==> src/rtl/tfsc_pkg.sv <==
`timescale 1ns / 1ps
// Shared types and constants of the readout stream checker.
package tfsc_pkg;

	// Stream markers and header word pattern
	localparam logic [31:0] START_WORD  = 32'hFFFF_FFFF;
	localparam logic [31:0] END_WORD    = 32'hE000_0000;
	localparam logic [7:0]  MODHDR_TAG  = 8'hF1;
	localparam logic [15:0] MODHDR_LOW  = 16'hFFFF;
	localparam logic [3:0]  NIB_HEADER  = 4'hF;
	localparam logic [3:0]  NIB_CHANNEL = 4'h1;
	localparam logic [3:0]  NIB_ROI_END = 4'h3;
	localparam logic [1:0]  TOP2_ROI_START = 2'b01;

	// Header phases, counted after the increment
	localparam logic [3:0] PH_IDLE   = 4'd0;
	localparam logic [3:0] PH_FIRST  = 4'd1;
	localparam logic [3:0] PH_WCOUNT = 4'd3;
	localparam logic [3:0] PH_FRAME  = 4'd5;
	localparam logic [3:0] PH_CSUM   = 4'd6;
	localparam logic [3:0] PH_DONE   = 4'd7;

	// Configuration port
	localparam int CFG_IDX_W  = 1;
	localparam int CFG_DATA_W = 6;
	localparam logic [CFG_IDX_W-1:0] CFG_MODULE_BASE  = 1'b0;
	localparam logic [CFG_IDX_W-1:0] CFG_LAST_CHANNEL = 1'b1;
	localparam logic [4:0] RST_MODULE_BASE  = 5'd3;
	localparam logic [5:0] RST_LAST_CHANNEL = 6'd63;

	// Decoupling queue
	localparam int Q_DEPTH = 4;
	localparam int Q_PTR_W = $clog2(Q_DEPTH);

	// Output beat widths
	localparam int TDATA_W = 64;
	localparam int TUSER_W = 5;

	typedef enum logic [1:0] {
		HK_SAMPLE,
		HK_CHANNEL,
		HK_ROI_START,
		HK_ROI_END
	} half_kind_t;

	// One classified stream word
	typedef struct packed {
		logic        is_start;
		logic        is_end;
		logic        is_modhdr;
		logic        hdr_ok;
		logic [23:0] hdr_value;
		logic [4:0]  fem;
		logic [15:0] lo;
		logic [15:0] hi;
		half_kind_t  kind_lo;
		half_kind_t  kind_hi;
	} tfsc_item_t;

	// Effect of one data half
	typedef struct packed {
		logic signed [6:0] prior;
		logic              in_roi;
		logic [6:0]        ch_miss;
		logic              rs;
		logic              re;
	} half_res_t;

endpackage

==> src/rtl/tfsc_front.sv <==
`timescale 1ns / 1ps
// Front end: accepts stream beats and classifies each word for the back end.
module tfsc_front import tfsc_pkg::*; (
	input  logic        s_tvalid,
	output logic        s_tready,
	input  logic [31:0] s_tdata,
	output logic        push_valid,
	input  logic        push_ready,
	output tfsc_item_t  push_item
);

	function automatic half_kind_t classify_half(input logic [15:0] h);
		half_kind_t k;
		priority if (h[15:12] == NIB_CHANNEL)      k = HK_CHANNEL;
		else if (h[15:14] == TOP2_ROI_START)       k = HK_ROI_START;
		else if (h[15:12] == NIB_ROI_END)          k = HK_ROI_END;
		else                                       k = HK_SAMPLE;
		return k;
	endfunction

	logic [15:0] lo;
	logic [15:0] hi;

	assign lo = s_tdata[15:0];
	assign hi = s_tdata[31:16];

	assign push_valid = s_tvalid;
	assign s_tready   = push_ready;

	always_comb begin
		push_item.is_start  = (s_tdata == START_WORD);
		push_item.is_end    = (s_tdata == END_WORD);
		push_item.is_modhdr = (hi[15:8] == MODHDR_TAG) && (lo == MODHDR_LOW);
		push_item.hdr_ok    = (hi[15:12] == NIB_HEADER) && (lo[15:12] == NIB_HEADER);
		push_item.hdr_value = {lo[11:0], hi[11:0]};
		push_item.fem       = hi[4:0];
		push_item.lo        = lo;
		push_item.hi        = hi;
		push_item.kind_lo   = classify_half(lo);
		push_item.kind_hi   = classify_half(hi);
	end

endmodule

==> src/rtl/tfsc_queue.sv <==
`timescale 1ns / 1ps
// Short queue of classified words between front end and back end.
module tfsc_queue import tfsc_pkg::*; (
	input  logic       clk,
	input  logic       arst_n,
	input  logic       in_valid,
	output logic       in_ready,
	input  tfsc_item_t in_item,
	output logic       out_valid,
	input  logic       out_ready,
	output tfsc_item_t out_item
);

	tfsc_item_t           mem_q [Q_DEPTH];
	logic [Q_PTR_W-1:0]   wr_ptr_q;
	logic [Q_PTR_W-1:0]   rd_ptr_q;
	logic [Q_PTR_W:0]     count_q;
	logic                 push;
	logic                 pop;

	assign in_ready  = (count_q != (Q_PTR_W+1)'(Q_DEPTH));
	assign out_valid = (count_q != '0);
	assign out_item  = mem_q[rd_ptr_q];
	assign push      = in_valid && in_ready;
	assign pop       = out_valid && out_ready;

	always_ff @(posedge clk) begin
		if (push) begin
			mem_q[wr_ptr_q] <= in_item;
		end
	end

	always_ff @(posedge clk or negedge arst_n) begin
		if (!arst_n) begin
			wr_ptr_q <= '0;
			rd_ptr_q <= '0;
			count_q  <= '0;
		end else begin
			if (push) begin
				wr_ptr_q <= wr_ptr_q + 1'b1;
			end
			if (pop) begin
				rd_ptr_q <= rd_ptr_q + 1'b1;
			end
			if (push && !pop) begin
				count_q <= count_q + 1'b1;
			end else if (pop && !push) begin
				count_q <= count_q - 1'b1;
			end
		end
	end

endmodule

==> src/rtl/tfsc_back.sv <==
`timescale 1ns / 1ps
// Back end: frame and module tracking state, error increments and output register.
module tfsc_back import tfsc_pkg::*; #(
	parameter int NUM_SLOTS = 16
) (
	input  logic                  clk,
	input  logic                  arst_n,
	input  logic                  cfg_we,
	input  logic [CFG_IDX_W-1:0]  cfg_index,
	input  logic [CFG_DATA_W-1:0] cfg_data,
	input  logic                  pop_valid,
	output logic                  pop_ready,
	input  tfsc_item_t            pop_item,
	output logic                  m_tvalid,
	input  logic                  m_tready,
	output logic [TDATA_W-1:0]    m_tdata,
	output logic [TUSER_W-1:0]    m_tuser
);

	localparam int IDX_W = (NUM_SLOTS > 1) ? $clog2(NUM_SLOTS) : 1;

	function automatic half_res_t do_half(input half_kind_t kind, input logic [5:0] ch,
			input logic signed [6:0] prior, input logic in_roi, input logic gate);
		half_res_t         r;
		logic signed [7:0] diff;
		r.prior   = prior;
		r.in_roi  = in_roi;
		r.ch_miss = '0;
		r.rs      = 1'b0;
		r.re      = 1'b0;
		diff = $signed({2'b00, ch}) - $signed({prior[6], prior});
		unique case (kind)
			HK_CHANNEL: begin
				if (diff > 8'sd1 && gate) begin
					r.ch_miss = 7'(diff - 8'sd1);
				end
				r.prior  = $signed({1'b0, ch});
				r.in_roi = 1'b0;
			end
			HK_ROI_START: begin
				if (in_roi && gate) begin
					r.re = 1'b1;
				end
				r.in_roi = 1'b1;
			end
			HK_ROI_END: begin
				if (!in_roi && gate) begin
					r.rs = 1'b1;
				end
				r.in_roi = 1'b0;
			end
			HK_SAMPLE: begin
			end
		endcase
		return r;
	endfunction

	// Configuration
	logic [4:0] base_q;
	logic [5:0] last_ch_q;

	// Tracking state
	logic              in_frame_q, n_in_frame;
	logic [3:0]        phase_q, n_phase;
	logic              seeking_q, n_seeking;
	logic              in_hdr_q, n_in_hdr;
	logic [4:0]        slot_q, n_slot;
	logic              slot_ok_q, n_slot_ok;
	logic signed [6:0] prior_q, n_prior;
	logic              in_roi_q, n_in_roi;
	logic [31:0]       rwc_q, n_rwc;
	logic [31:0]       rsum_q, n_rsum;
	logic [23:0]       exp_wc_q, n_exp_wc;
	logic [23:0]       exp_sum_q, n_exp_sum;
	logic [23:0]       frame_q, n_frame;

	// Last frame seen per slot; an entry that is not valid reads as minus one
	logic [NUM_SLOTS-1:0] lf_valid_q;
	logic [23:0]          lf_frame_q [NUM_SLOTS];
	logic                 lf_we;
	logic [IDX_W-1:0]     lf_idx;
	logic [23:0]          lf_rd;
	logic                 lf_rd_valid;

	// Result of the current word
	logic        fe_miss, hdr_miss, wc_err, cs_err;
	logic [23:0] fr_miss;
	logic [6:0]  ch_miss;
	logic [1:0]  rs_miss, re_miss;

	// Output register
	logic               m_tvalid_q;
	logic [TDATA_W-1:0] m_tdata_q;
	logic [TUSER_W-1:0] m_tuser_q;

	logic        take;
	logic        gate1;
	logic        hdr_now;
	logic [3:0]  ph;
	logic [3:0]  ph_n;
	logic [4:0]  fem_off;
	logic signed [7:0] tail;
	logic [23:0] fr_diff;
	half_res_t   res_lo;
	half_res_t   res_hi;

	assign pop_ready   = !m_tvalid_q || m_tready;
	assign take        = pop_valid && pop_ready;
	assign lf_idx      = slot_q[IDX_W-1:0];
	assign lf_rd       = lf_frame_q[lf_idx];
	assign lf_rd_valid = lf_valid_q[lf_idx];
	assign gate1       = (frame_q > 24'd1);
	assign fem_off     = pop_item.fem - base_q;
	assign tail        = $signed({2'b00, last_ch_q}) - $signed({prior_q[6], prior_q});
	assign fr_diff     = n_frame - lf_rd;

	always_comb begin
		n_in_frame = in_frame_q;
		n_phase    = phase_q;
		n_seeking  = seeking_q;
		n_in_hdr   = in_hdr_q;
		n_slot     = slot_q;
		n_slot_ok  = slot_ok_q;
		n_prior    = prior_q;
		n_in_roi   = in_roi_q;
		n_rwc      = rwc_q;
		n_rsum     = rsum_q;
		n_exp_wc   = exp_wc_q;
		n_exp_sum  = exp_sum_q;
		n_frame    = frame_q;
		fe_miss    = 1'b0;
		hdr_miss   = 1'b0;
		fr_miss    = '0;
		ch_miss    = '0;
		rs_miss    = '0;
		re_miss    = '0;
		wc_err     = 1'b0;
		cs_err     = 1'b0;
		lf_we      = 1'b0;
		hdr_now    = in_hdr_q;
		ph         = phase_q;
		ph_n       = phase_q;
		res_lo     = do_half(pop_item.kind_lo, pop_item.lo[5:0], prior_q, in_roi_q, gate1);
		res_hi     = do_half(pop_item.kind_hi, pop_item.hi[5:0], res_lo.prior,
			res_lo.in_roi, gate1);

		priority if (pop_item.is_start) begin
			n_phase    = PH_FIRST;
			n_seeking  = 1'b1;
			fe_miss    = in_frame_q && (frame_q != '0);
			n_in_frame = 1'b1;
		end else if (pop_item.is_end) begin
			n_in_hdr   = 1'b0;
			n_in_frame = 1'b0;
		end else if (in_frame_q) begin
			if (seeking_q && pop_item.is_modhdr) begin
				hdr_now  = 1'b1;
				n_in_hdr = 1'b1;
				if (prior_q != -7'sd1 && tail > 8'sd0) begin
					ch_miss = tail[6:0];
				end
				n_prior   = -7'sd1;
				wc_err    = gate1 && !rwc_q[31] && (rwc_q != {8'd0, exp_wc_q});
				cs_err    = gate1 && !rsum_q[31] && (rsum_q > {8'd0, exp_sum_q});
				n_slot    = fem_off;
				n_slot_ok = (pop_item.fem >= base_q) &&
					({1'b0, fem_off} < 6'(NUM_SLOTS));
				ph        = PH_FIRST;
				n_seeking = 1'b0;
			end
			if (hdr_now) begin
				hdr_miss = (ph != PH_IDLE) && !pop_item.hdr_ok;
				ph_n     = ph + 4'd1;
				if (ph_n == PH_WCOUNT) begin
					n_exp_wc = pop_item.hdr_value;
					n_rwc    = '0;
				end else if (ph_n == PH_FRAME) begin
					n_frame = pop_item.hdr_value;
					if (slot_ok_q) begin
						lf_we = 1'b1;
						if (!lf_rd_valid) begin
							if (n_frame != 24'd0 && n_frame != 24'd3) begin
								fr_miss = n_frame;
							end
						end else if (n_frame > lf_rd && fr_diff != 24'd1 && fr_diff != 24'd4) begin
							fr_miss = fr_diff - 24'd1;
						end
					end
				end else if (ph_n == PH_CSUM) begin
					n_exp_sum = pop_item.hdr_value;
					n_rsum    = '0;
				end else if (ph_n == PH_DONE) begin
					ph_n      = PH_IDLE;
					n_in_hdr  = 1'b0;
					n_seeking = 1'b1;
				end
				n_phase = ph_n;
			end else begin
				n_rsum   = rsum_q + {16'd0, pop_item.lo} + {16'd0, pop_item.hi};
				n_rwc    = rwc_q + 32'd2;
				n_prior  = res_hi.prior;
				n_in_roi = res_hi.in_roi;
				ch_miss  = res_lo.ch_miss + res_hi.ch_miss;
				rs_miss  = {1'b0, res_lo.rs} + {1'b0, res_hi.rs};
				re_miss  = {1'b0, res_lo.re} + {1'b0, res_hi.re};
			end
		end
	end

	always_ff @(posedge clk or negedge arst_n) begin
		if (!arst_n) begin
			base_q    <= RST_MODULE_BASE;
			last_ch_q <= RST_LAST_CHANNEL;
		end else if (cfg_we) begin
			unique case (cfg_index)
				CFG_MODULE_BASE:  base_q    <= cfg_data[4:0];
				CFG_LAST_CHANNEL: last_ch_q <= cfg_data;
			endcase
		end
	end

	always_ff @(posedge clk or negedge arst_n) begin
		if (!arst_n) begin
			in_frame_q <= 1'b0;
			phase_q    <= PH_IDLE;
			seeking_q  <= 1'b0;
			in_hdr_q   <= 1'b0;
			slot_q     <= '0;
			slot_ok_q  <= 1'b0;
			prior_q    <= -7'sd1;
			in_roi_q   <= 1'b0;
			rwc_q      <= '1;
			rsum_q     <= '1;
			exp_wc_q   <= '0;
			exp_sum_q  <= '0;
			frame_q    <= '0;
			lf_valid_q <= '0;
			m_tvalid_q <= 1'b0;
		end else begin
			if (take) begin
				in_frame_q <= n_in_frame;
				phase_q    <= n_phase;
				seeking_q  <= n_seeking;
				in_hdr_q   <= n_in_hdr;
				slot_q     <= n_slot;
				slot_ok_q  <= n_slot_ok;
				prior_q    <= n_prior;
				in_roi_q   <= n_in_roi;
				rwc_q      <= n_rwc;
				rsum_q     <= n_rsum;
				exp_wc_q   <= n_exp_wc;
				exp_sum_q  <= n_exp_sum;
				frame_q    <= n_frame;
				if (lf_we) begin
					lf_valid_q[lf_idx] <= 1'b1;
				end
				m_tvalid_q <= 1'b1;
			end else if (m_tready) begin
				m_tvalid_q <= 1'b0;
			end
		end
	end

	// Payload: no reset needed
	always_ff @(posedge clk) begin
		if (take) begin
			if (lf_we) begin
				lf_frame_q[lf_idx] <= n_frame;
			end
			m_tdata_q <= {1'b0, cs_err, wc_err, re_miss, rs_miss, ch_miss, fr_miss,
				hdr_miss, fe_miss, n_frame};
			m_tuser_q <= {slot_ok_q, slot_q[3:0]};
		end
	end

	assign m_tvalid = m_tvalid_q;
	assign m_tdata  = m_tdata_q;
	assign m_tuser  = m_tuser_q;

endmodule

==> src/rtl/tpc_fem_stream_checker_core.sv <==
`timescale 1ns / 1ps
// Top level of the front-end readout stream checker.
//
// Checks a front-end readout stream one 32-bit word per beat and returns one result beat
// per input beat, in order. The word 0xFFFFFFFF opens a frame and 0xE0000000 closes it;
// inside a frame a module header word (high half 0xF1xx, low half 0xFFFF) starts a
// six-word header carrying the word count, the frame number and the checksum, and all
// other words are two 16-bit data halves (low half first) that mark channel starts, ROI
// starts and ROI ends. Each result carries the error increments caused by its word and
// the module slot they belong to (the previous module on a module header word). The
// block sustains one word per clock while the output is not stalled: the front end
// classifies each accepted word and pushes it into a four-entry queue, and the back end
// updates all tracking state for one word per cycle and loads the output register. A
// stalled output fills the queue before s_tready drops. No clearing pass follows reset.
// Configuration registers (0: module number mapped to slot zero, 1: last expected
// channel) are written through cfg_we with cfg_index and cfg_data; the user must write
// them only while no beats are in flight, which the block itself does not enforce.
module tpc_fem_stream_checker_core import tfsc_pkg::*; #(
	parameter int NUM_SLOTS = 16
) (
	input  logic                  clk,
	input  logic                  arst_n,
	// Configuration write port
	input  logic                  cfg_we,
	input  logic [CFG_IDX_W-1:0]  cfg_index,
	input  logic [CFG_DATA_W-1:0] cfg_data,
	// Input stream
	input  logic                  s_tvalid,
	output logic                  s_tready,
	input  logic [31:0]           s_tdata,   // [31:0] data_word
	// Result stream
	output logic                  m_tvalid,
	input  logic                  m_tready,
	// [23:0] frame_number, [24] frame_end_missing, [25] header_word_missing,
	// [49:26] frames_missed, [56:50] channels_missed, [58:57] roi_starts_missed,
	// [60:59] roi_ends_missed, [61] word_count_error, [62] checksum_error, [63] zero
	output logic [TDATA_W-1:0]    m_tdata,
	output logic [TUSER_W-1:0]    m_tuser    // [3:0] module_slot, [4] slot_valid
);

	logic       push_valid;
	logic       push_ready;
	tfsc_item_t push_item;
	logic       q_valid;
	logic       q_ready;
	tfsc_item_t q_item;

	// Classify each beat as it is accepted
	tfsc_front u_front (
		.s_tvalid   (s_tvalid),
		.s_tready   (s_tready),
		.s_tdata    (s_tdata),
		.push_valid (push_valid),
		.push_ready (push_ready),
		.push_item  (push_item)
	);

	// Decouple the front end from result back-pressure
	tfsc_queue u_queue (
		.clk       (clk),
		.arst_n    (arst_n),
		.in_valid  (push_valid),
		.in_ready  (push_ready),
		.in_item   (push_item),
		.out_valid (q_valid),
		.out_ready (q_ready),
		.out_item  (q_item)
	);

	// Advance the tracking state and register the result beat
	tfsc_back #(
		.NUM_SLOTS (NUM_SLOTS)
	) u_back (
		.clk       (clk),
		.arst_n    (arst_n),
		.cfg_we    (cfg_we),
		.cfg_index (cfg_index),
		.cfg_data  (cfg_data),
		.pop_valid (q_valid),
		.pop_ready (q_ready),
		.pop_item  (q_item),
		.m_tvalid  (m_tvalid),
		.m_tready  (m_tready),
		.m_tdata   (m_tdata),
		.m_tuser   (m_tuser)
	);

	// A valid slot always lies inside the slot range
	a_slot_range: assert property (@(posedge clk) disable iff (!arst_n)
		m_tvalid && m_tuser[4] |-> 32'(m_tuser[3:0]) < NUM_SLOTS)
		else $error("slot_valid set for a slot outside the range");

	// Skipped frames are only counted for a module with a valid slot
	a_frames_slot: assert property (@(posedge clk) disable iff (!arst_n)
		m_tvalid && (m_tdata[49:26] != 24'd0) |-> m_tuser[4])
		else $error("frames_missed reported without a valid slot");

	// ROI, word count and checksum errors need a frame number above one
	a_frame_gate: assert property (@(posedge clk) disable iff (!arst_n)
		m_tvalid && (m_tdata[62:57] != 6'd0) |-> m_tdata[23:0] > 24'd1)
		else $error("gated error reported with frame number of one or less");

	// Input back-pressure only comes from a full queue
	a_queue_full: assert property (@(posedge clk) disable iff (!arst_n)
		!s_tready |-> q_valid)
		else $error("input stalled while the queue is empty");

endmodule
==> config.mk <==
export PLATFORM = sky130hd
export DESIGN_NAME = tpc_fem_stream_checker_core
export DESIGN_NICKNAME = d
export VERILOG_FILES = /design/src/rtl/tfsc_pkg.sv /design/src/rtl/tfsc_front.sv /design/src/rtl/tfsc_queue.sv /design/src/rtl/tfsc_back.sv /design/src/rtl/tpc_fem_stream_checker_core.sv
export SDC_FILE = /design/constraint.sdc
export NUM_CORES = 1
export LEC_CHECK = 0
export BUFFER_PORTS_ARGS = -buffer_cell sky130_fd_sc_hd__buf_2
export CAP_MARGIN = 20
export CELL_PAD_IN_SITES_DETAIL_PLACEMENT = 1
export CELL_PAD_IN_SITES_GLOBAL_PLACEMENT = 2
export CORE_MARGIN = 2
export CORE_UTILIZATION = 42
export DETAILED_ROUTE_END_ITERATION = 8
export GPL_ROUTABILITY_DRIVEN = 1
export PLACE_DENSITY_LB_ADDON = 0.25
export REMOVE_ABC_BUFFERS = 1
export SLEW_MARGIN = 20
export SYNTH_ARGS = -nofsm -noshare
export SYNTH_HDL_FRONTEND = slang
export SYNTH_SLANG_ARGS = --single-unit
export TNS_END_PERCENT = 30
==> constraint.sdc <==
create_clock -name clk -period 8.5 [get_ports clk]
set_input_delay 0.425 -clock clk [delete_from_list [all_inputs] [get_ports clk]]
set_output_delay 0.425 -clock clk [all_outputs]
set_load 0.01 [all_outputs]
# Word level (Yosys, flattened, before mapping)
# Memories as Yosys holds them, arrays and structs flattened.
# Cells that the tools add are included.
# classes
n_addsub,19
mul,0
div,0
order_cmp,10
eq_ne,34
shift,0
muxes,96
bitwise_logic,10
n_reduce_logical,65
# op_table
operator,count
24-bit two-way mux,9
32-bit two-way mux,6
7-bit two-way mux,11
32-bit by 16-bit adder with 32-bit output,2
"32-bit equality test, second input constant",2
4-bit two-way mux,12
24-bit nonzero test,2
1-bit two-way mux,46
"32-bit by 2-bit adder with 32-bit output, second input constant",1
32-bit by 24-bit greater-than comparator with 1-bit output,1
32-bit by 24-bit inequality test with 1-bit output,1
1-bit logical AND,25
"24-bit by 1-bit greater-than comparator with 1-bit output, second input constant",1
24-bit greater-than comparator,1
"24-bit by 1-bit inequality test with 1-bit output, second input constant",1
"24-bit by 2-bit inequality test with 1-bit output, second input constant",1
"24-bit by 3-bit inequality test with 1-bit output, second input constant",1
"24-bit by 1-bit subtractor with 24-bit output, second input constant",1
24-bit subtractor,1
7-bit by 7-bit subtractor with 8-bit output,3
5-bit AND reduction,4
"16-bit equality test, second input constant",1
"8-bit by 2-bit greater-than comparator with 1-bit output, second input constant",2
16-bit OR,1
other kinds (45),98
# word_totals
regBits,259
latch_bits,0
ramBits,660
rom_bits,0
out_inout_bits,71
mem_count,2
# mem_list
memory,depth,word_bits,rd,rd_clocked_by_memory_dff,wr,line,source
u_back.lf_frame_q,16,24,1,0,1,tfsc_back.sv:79,logic [23:0] lf_frame_q [NUM_SLOTS];
u_queue.mem_q,4,69,1,0,1,tfsc_queue.sv:14,tfsc_item_t mem_q [Q_DEPTH];

# Depth between registers and ports, before layout
# An unclocked memory read counts as a cell.
# depth
ltp_word,20
ltp_mapped,28
mapped_depth_nobuf,25

# By module
# Synthesis repeated with hierarchy kept, for this count alone.
# unflattened
cells_unflattened,2794
area_unflattened_um2,42582.1
# by_module_without_submodules
mod,n_inst,cells_per_inst,area_per_inst_um2,seq_area_each_um2
tfsc_back,1,2302,31471.4,18276.3
tfsc_queue,1,396,10442.5,8463.1
tfsc_front,1,96,668.1,0.0

# Worst setup path after synthesis
# Ideal clock, no wire load.
# synth_timing
kind,reg-to-reg
start,register u_back.slot_q[0]
end,"register u_back.m_tdata_q[41], in the netlist u_back.m_tdata[41], data pin"
t_arrival_ps,5983
required_ps,8243
slack_ps,2260
path_stages_with_launch,23
path_buffers,6
period_less_slack_ps,6240
path_cell_list,dfrtp_1 buf_2 buf_1 clkbuf_1 buf_1 mux4_2 mux4_2 inv_1 ha_1 clkbuf_1 and4_1 nor3b_1 a221oi_1 a21boi_0 a31oi_1 a31o_1 a21oi_2 xnor2_1 a211o_1 nor3b_1 a21o_2 buf_4 o21ai_1
# synth_via
elab_chain_cells,7
word_cells_on_any_way,12
# synth_rtl
element,line,source
start: declaration,tfsc_back.sv:67,"logic [4:0] slot_q, n_slot;"
start signal: assignment,tfsc_back.sv:245,slot_q <= n_slot;
branches (longest 6 deep; another with memory 16 x 24 bit),--,
24-bit two-way mux *,tfsc_back.sv:181,if (!lf_rd_valid) begin
end signal: assignment,tfsc_back.sv:270,"m_tdata_q <= {1'b0, cs_err, wc_err, re_miss, rs_miss, ch_miss, fr_miss,"
end: declaration,tfsc_back.sv:93,logic [TDATA_W-1:0] m_tdata_q;
# Every way passes the cells marked *. The select of a mux whose other input is x is not followed.
# A chain may end at the register's enable or synchronous reset.

# Final worst setup path
# layout_timing
start,register u_queue.rd_ptr_q[1]
end,"register u_back.m_tdata_q[29], in the netlist u_back.m_tdata[29], data pin"
# layout_via
elab_chain_cells,20
word_cells_on_any_way,35
# layout_rtl
element,line,source
start: declaration,tfsc_queue.sv:16,logic [Q_PTR_W-1:0] rd_ptr_q;
start signal: assignment,tfsc_queue.sv:43,rd_ptr_q <= rd_ptr_q + 1'b1;
memory 4 x 69 bit *,--,
1-bit logical AND,tfsc_back.sv:156,if (seeking_q && pop_item.is_modhdr) begin
4-bit two-way mux,tfsc_back.sv:156,
4-bit two-way mux,tfsc_back.sv:155,end else if (in_frame_q) begin
4-bit two-way mux,tfsc_back.sv:152,end else if (pop_item.is_end) begin
4-bit two-way mux,tfsc_back.sv:147,priority if (pop_item.is_start) begin
4-bit by 1-bit adder with 4-bit output,tfsc_back.sv:173,ph_n = ph + 4'd1;
4-bit by 3-bit equality test with 1-bit output,tfsc_back.sv:177,end else if (ph_n == PH_FRAME) begin
[5 not listed],--,
24-bit two-way mux *,tfsc_back.sv:147,
net u_back.n_frame[10],tfsc_back.sv:75,"logic [23:0] frame_q, n_frame;"
24-bit subtractor *,tfsc_back.sv:115,assign fr_diff = n_frame - lf_rd;
24-bit by 1-bit inequality test with 1-bit output,tfsc_back.sv:185,end else if (n_frame > lf_rd && fr_diff != 24'd1 && fr_diff != 24'd4) begin
1-bit logical AND,tfsc_back.sv:185,
1-bit logical AND *,tfsc_back.sv:185,
24-bit two-way mux *,tfsc_back.sv:185,
24-bit two-way mux *,tfsc_back.sv:181,
# Mark *: on every way through the listed nets, which the timed path passes. The rest lies on a longest branch. The select of a mux whose other input is x is not followed.

==> flow_summary.toml <==
[outcome]
status = "finished, final reports clean"

[power]
power.density_nw_per_um2 = 414
ir_drop_mv = 0.275
total_power_mw = 17.8
leakagePower_nw = 16.1

[flow_run]
cap_viol_max_count = 0

[drt]
drtIter0Drc = 2004
drcViolationCount = 0
wl_met3_mm = 6.76
dr_total_vias = 23500
wire_per_inst_um = 26.5
drtPass1Iterations = 5
wl_met2_mm = 49.1
ant_nets = 0
drt-met1-wl_mm = 48.7
dr.max_layer_used = "met4"
wirelength_mm = 108
via_per_inst = 5.77

[worst_setup_path]
crit_path_end_kind = "register"
arrival_ns = 7.94
worst-r2r-cell-count = 24
cp_data_required_time_ns = 8.89
cp_max_fo = 24
cp-start-kind = "register"
crit_type = "register to register"

[min_path]
whs_path_depth = 1
worstHoldPathType = "primary input to register"

[yosys]
netlist_instances = 2639
syn-mean-instance-area_um2 = 14.3
ys_seq_area_frac = 0.617
ys.flop_type = "edfxtp_1"
async_flop_share = 0.238
synth_area_um2 = 37700
synth.distinct_cells = 86
synth_top_area_share = 0.488
yosysWarningCount = 0
netlist_top_cells_area = "edfxtp_1 49%, mux4_2 9.6%, dfrtp_1 7.4%"
synth_seq_cells = 803
synth-edff-count = 612
synth_area_leader_cell = "edfxtp_1"

[die]
initial_utilization = 0.425
rows = 109
core_um2 = 88600
chipWidth_um = 304
io_pins = 115
dieArea_um2 = 92100
die_h_um = 304

[placement]
portBuffers = 113
post-dp-hpwl_mm = 72.1
gp_congestion = 0.908
dp.cells = 3870
pre_cts_slack_ns = 0.613

[cts]
cts_max_level = 3
cts.sinks = 803
cts_tree = "yes"
root_buffer = "clkbuf_16"
cts_buffers = 88
clk_path_buf_depth = 3
insertion_delay_ns = 0.70
clkSlewWorstSetupHoldPaths_ns = 0.06

[global_route]
grt_pass1_vias = 24900
grt_pass1_wl_mm = 162
grt-ovfl-total = 0
antenna_found_initial = 4
grt_max_degree = 85
grt_use_total = 0.240

[timing]
fmaxAchievable_mhz = 132
setup_violations = 0
slew_headroom = 0.265
fin_skew_ns = 0.0411
tightest_slew_ns = 1.09
holdWs_ns = 0.0402
setup_ws_ns = 0.942
drv_slew = 0
rsz0062_at_grt = "false"
finalSetupTns_ns = 0
fin_crit_ns = 7.56
finalHoldViolCount = 0
period_share = 0.889

[finish]
final_cell_mix = "612 x edfxtp_1, 304 x nand2_1, 160 x mux4_2, 134 x ha_1, 114 x nor2_1"
final_common_cell = "edfxtp_1"
instances_no_fill = 4070
nNetsFinal = 3030
num-fill-cells = 8838
layout-drive-gt1-share = 0.222
syn2layout_area_growth_pct = 14.3
[stage by stage]
stage / area [um^2] / utilization
2_1_floorplan: 37300 / -
3_3_place_gp: 39800 / 0.448
3_5_place_dp: 39800 / 0.448
4_1_cts: 43100 / 0.486
5_1_grt: 43100 / 0.486
6_report: 43100 / 0.486
[synthesized netlist by cell type, types with 19 or more instances]
| master | number |
|---|---|
| xnor2_1 | 68 |
| and3_1 | 21 |
| nor3_1 | 35 |
| xor2_1 | 71 |
| a21oi_1 | 96 |
| dfstp_2 | 79 |
| o21ai_1 | 21 |
| buf_1 | 19 |
| nand4_1 | 37 |
| a21o_1 | 46 |
| dfrtp_1 | 112 |
| inv_1 | 113 |
| nand2_1 | 304 |
| nand3_1 | 44 |
| edfxtp_1 | 612 |
| nor2_1 | 128 |
| ha_1 | 134 |
| clkbuf_1 | 64 |
| fa_1 | 24 |
| mux2_2 | 36 |
| mux4_2 | 160 |
| o21ai_0 | 93 |
| or2_2 | 27 |
| nor4_1 | 34 |
[critical path, stage by stage, from the launching register on]
cell      delay [ns]
dfrtp_1         0.33
buf_4           0.25
mux4_2          0.43
nand2_1         0.30
nand2_1         0.16
inv_1           0.11
ha_1            0.26
inv_1           0.11
nand4_1         0.25
a21o_2          0.62
nand2_1         0.13
nand2_1         0.52
ha_1            0.44
a21oi_1         0.22
o21ai_0         0.19
a221oi_1        0.63
a21boi_0        0.36
a31oi_1         0.11
a31o_1          0.27
a21oi_2         0.15
xnor2_1         0.13
a211o_1         0.36
nor3b_1         0.22
a21o_2          0.47
o21ai_0         0.18
[repair_timing]
action,CTS,global route
endpoints found under the setup margin,0,0
resized for setup,0,0
buffers inserted,0,0
hold buffers,33,0
hold endpoints to repair,148,0
[sequential cells by signal (all words and copies together), names as in the netlist, 2 cells and up]
| signal | count |
|---|---|
| u_queue.count_q | 3 |
| u_back.phase_q | 4 |
| u_back.lf_valid_q | 16 |
| u_back.frame_q | 24 |
| u_queue.wr_ptr_q | 2 |
| u_back.exp_wc_q | 24 |
| u_back.base_q | 5 |
| u_back.exp_sum_q | 24 |
| u_back.rwc_q | 32 |
| u_back.last_ch_q | 6 |
| u_back.prior_q | 7 |
| u_queue.mem_q | 160 |
| u_back.slot_q | 4 |
| u_back.m_tuser | 5 |
| u_back.lf_frame_q | 384 |
| u_back.rsum_q | 32 |
| u_queue.rd_ptr_q | 2 |
| u_back.m_tdata | 63 |
[path summary, 6_finish.rpt]
| kind | from | end | slack [ns] |
|---|---|---|---|
| hold reg to reg | u_back.lf_valid_q[13] | u_back.lf_valid_q[13] | 0.46 |
| setup reg to reg | u_queue.rd_ptr_q[1] | u_back.m_tdata[29] | 0.94 |
| setup / recovery | u_queue.rd_ptr_q[1] | u_back.m_tdata[29] | 0.94 |
| max in group asynchronous | arst_n | u_back.exp_wc_q[17] | 6.59 |
| hold / removal | s_tdata[5] | u_queue.mem_q[0][58] | 0.04 |
| min in group asynchronous | arst_n | u_back.in_roi_q | 0.35 |
[power by group]
part | switching [mW] | internal, mW | leakage (nW)
Combinational | 5.29 | 3.10 | 7.03
Clock | 1.64 | 2.24 | 1.43
Sequential | 0.435 | 5.14 | 7.68
Total | 7.37 | 10.5 | 16.1
[routing by layer]
metal / up-vias / track usage
met5: - / 0
met4: 0 / 0.0792
met3: 178 / 0.0498
met2: 674 / 0.366
met1: 12300 / 0.344
li1: 10300 / -
[area by class of cell]
cell class	instances	area, um^2	area share
multi-input combinational	1632	13700	0.318
clock inverter	41	493	0.0114
tap	1165	1460	0.0338
timing repair buffer	189	1240	0.0288
sequential	803	23300	0.540
inverter	114	430	0.00999
clock buffer	125	2470	0.0574
antenna	1	2.50	0.0000581
[cells by family after synthesis]
group / Yosys count / share of synthesized area
compound gates: 393 / 0.0669
flops: 803 / 0.617
fa+ha+maj: 159 / 0.0575
mux: 214 / 0.111
buf+inv: 204 / 0.0212
other cells: 1 / 0.0000995
xor+xnor: 141 / 0.0335
simple gates: 724 / 0.0924
(Power assumes the default switching activity.)
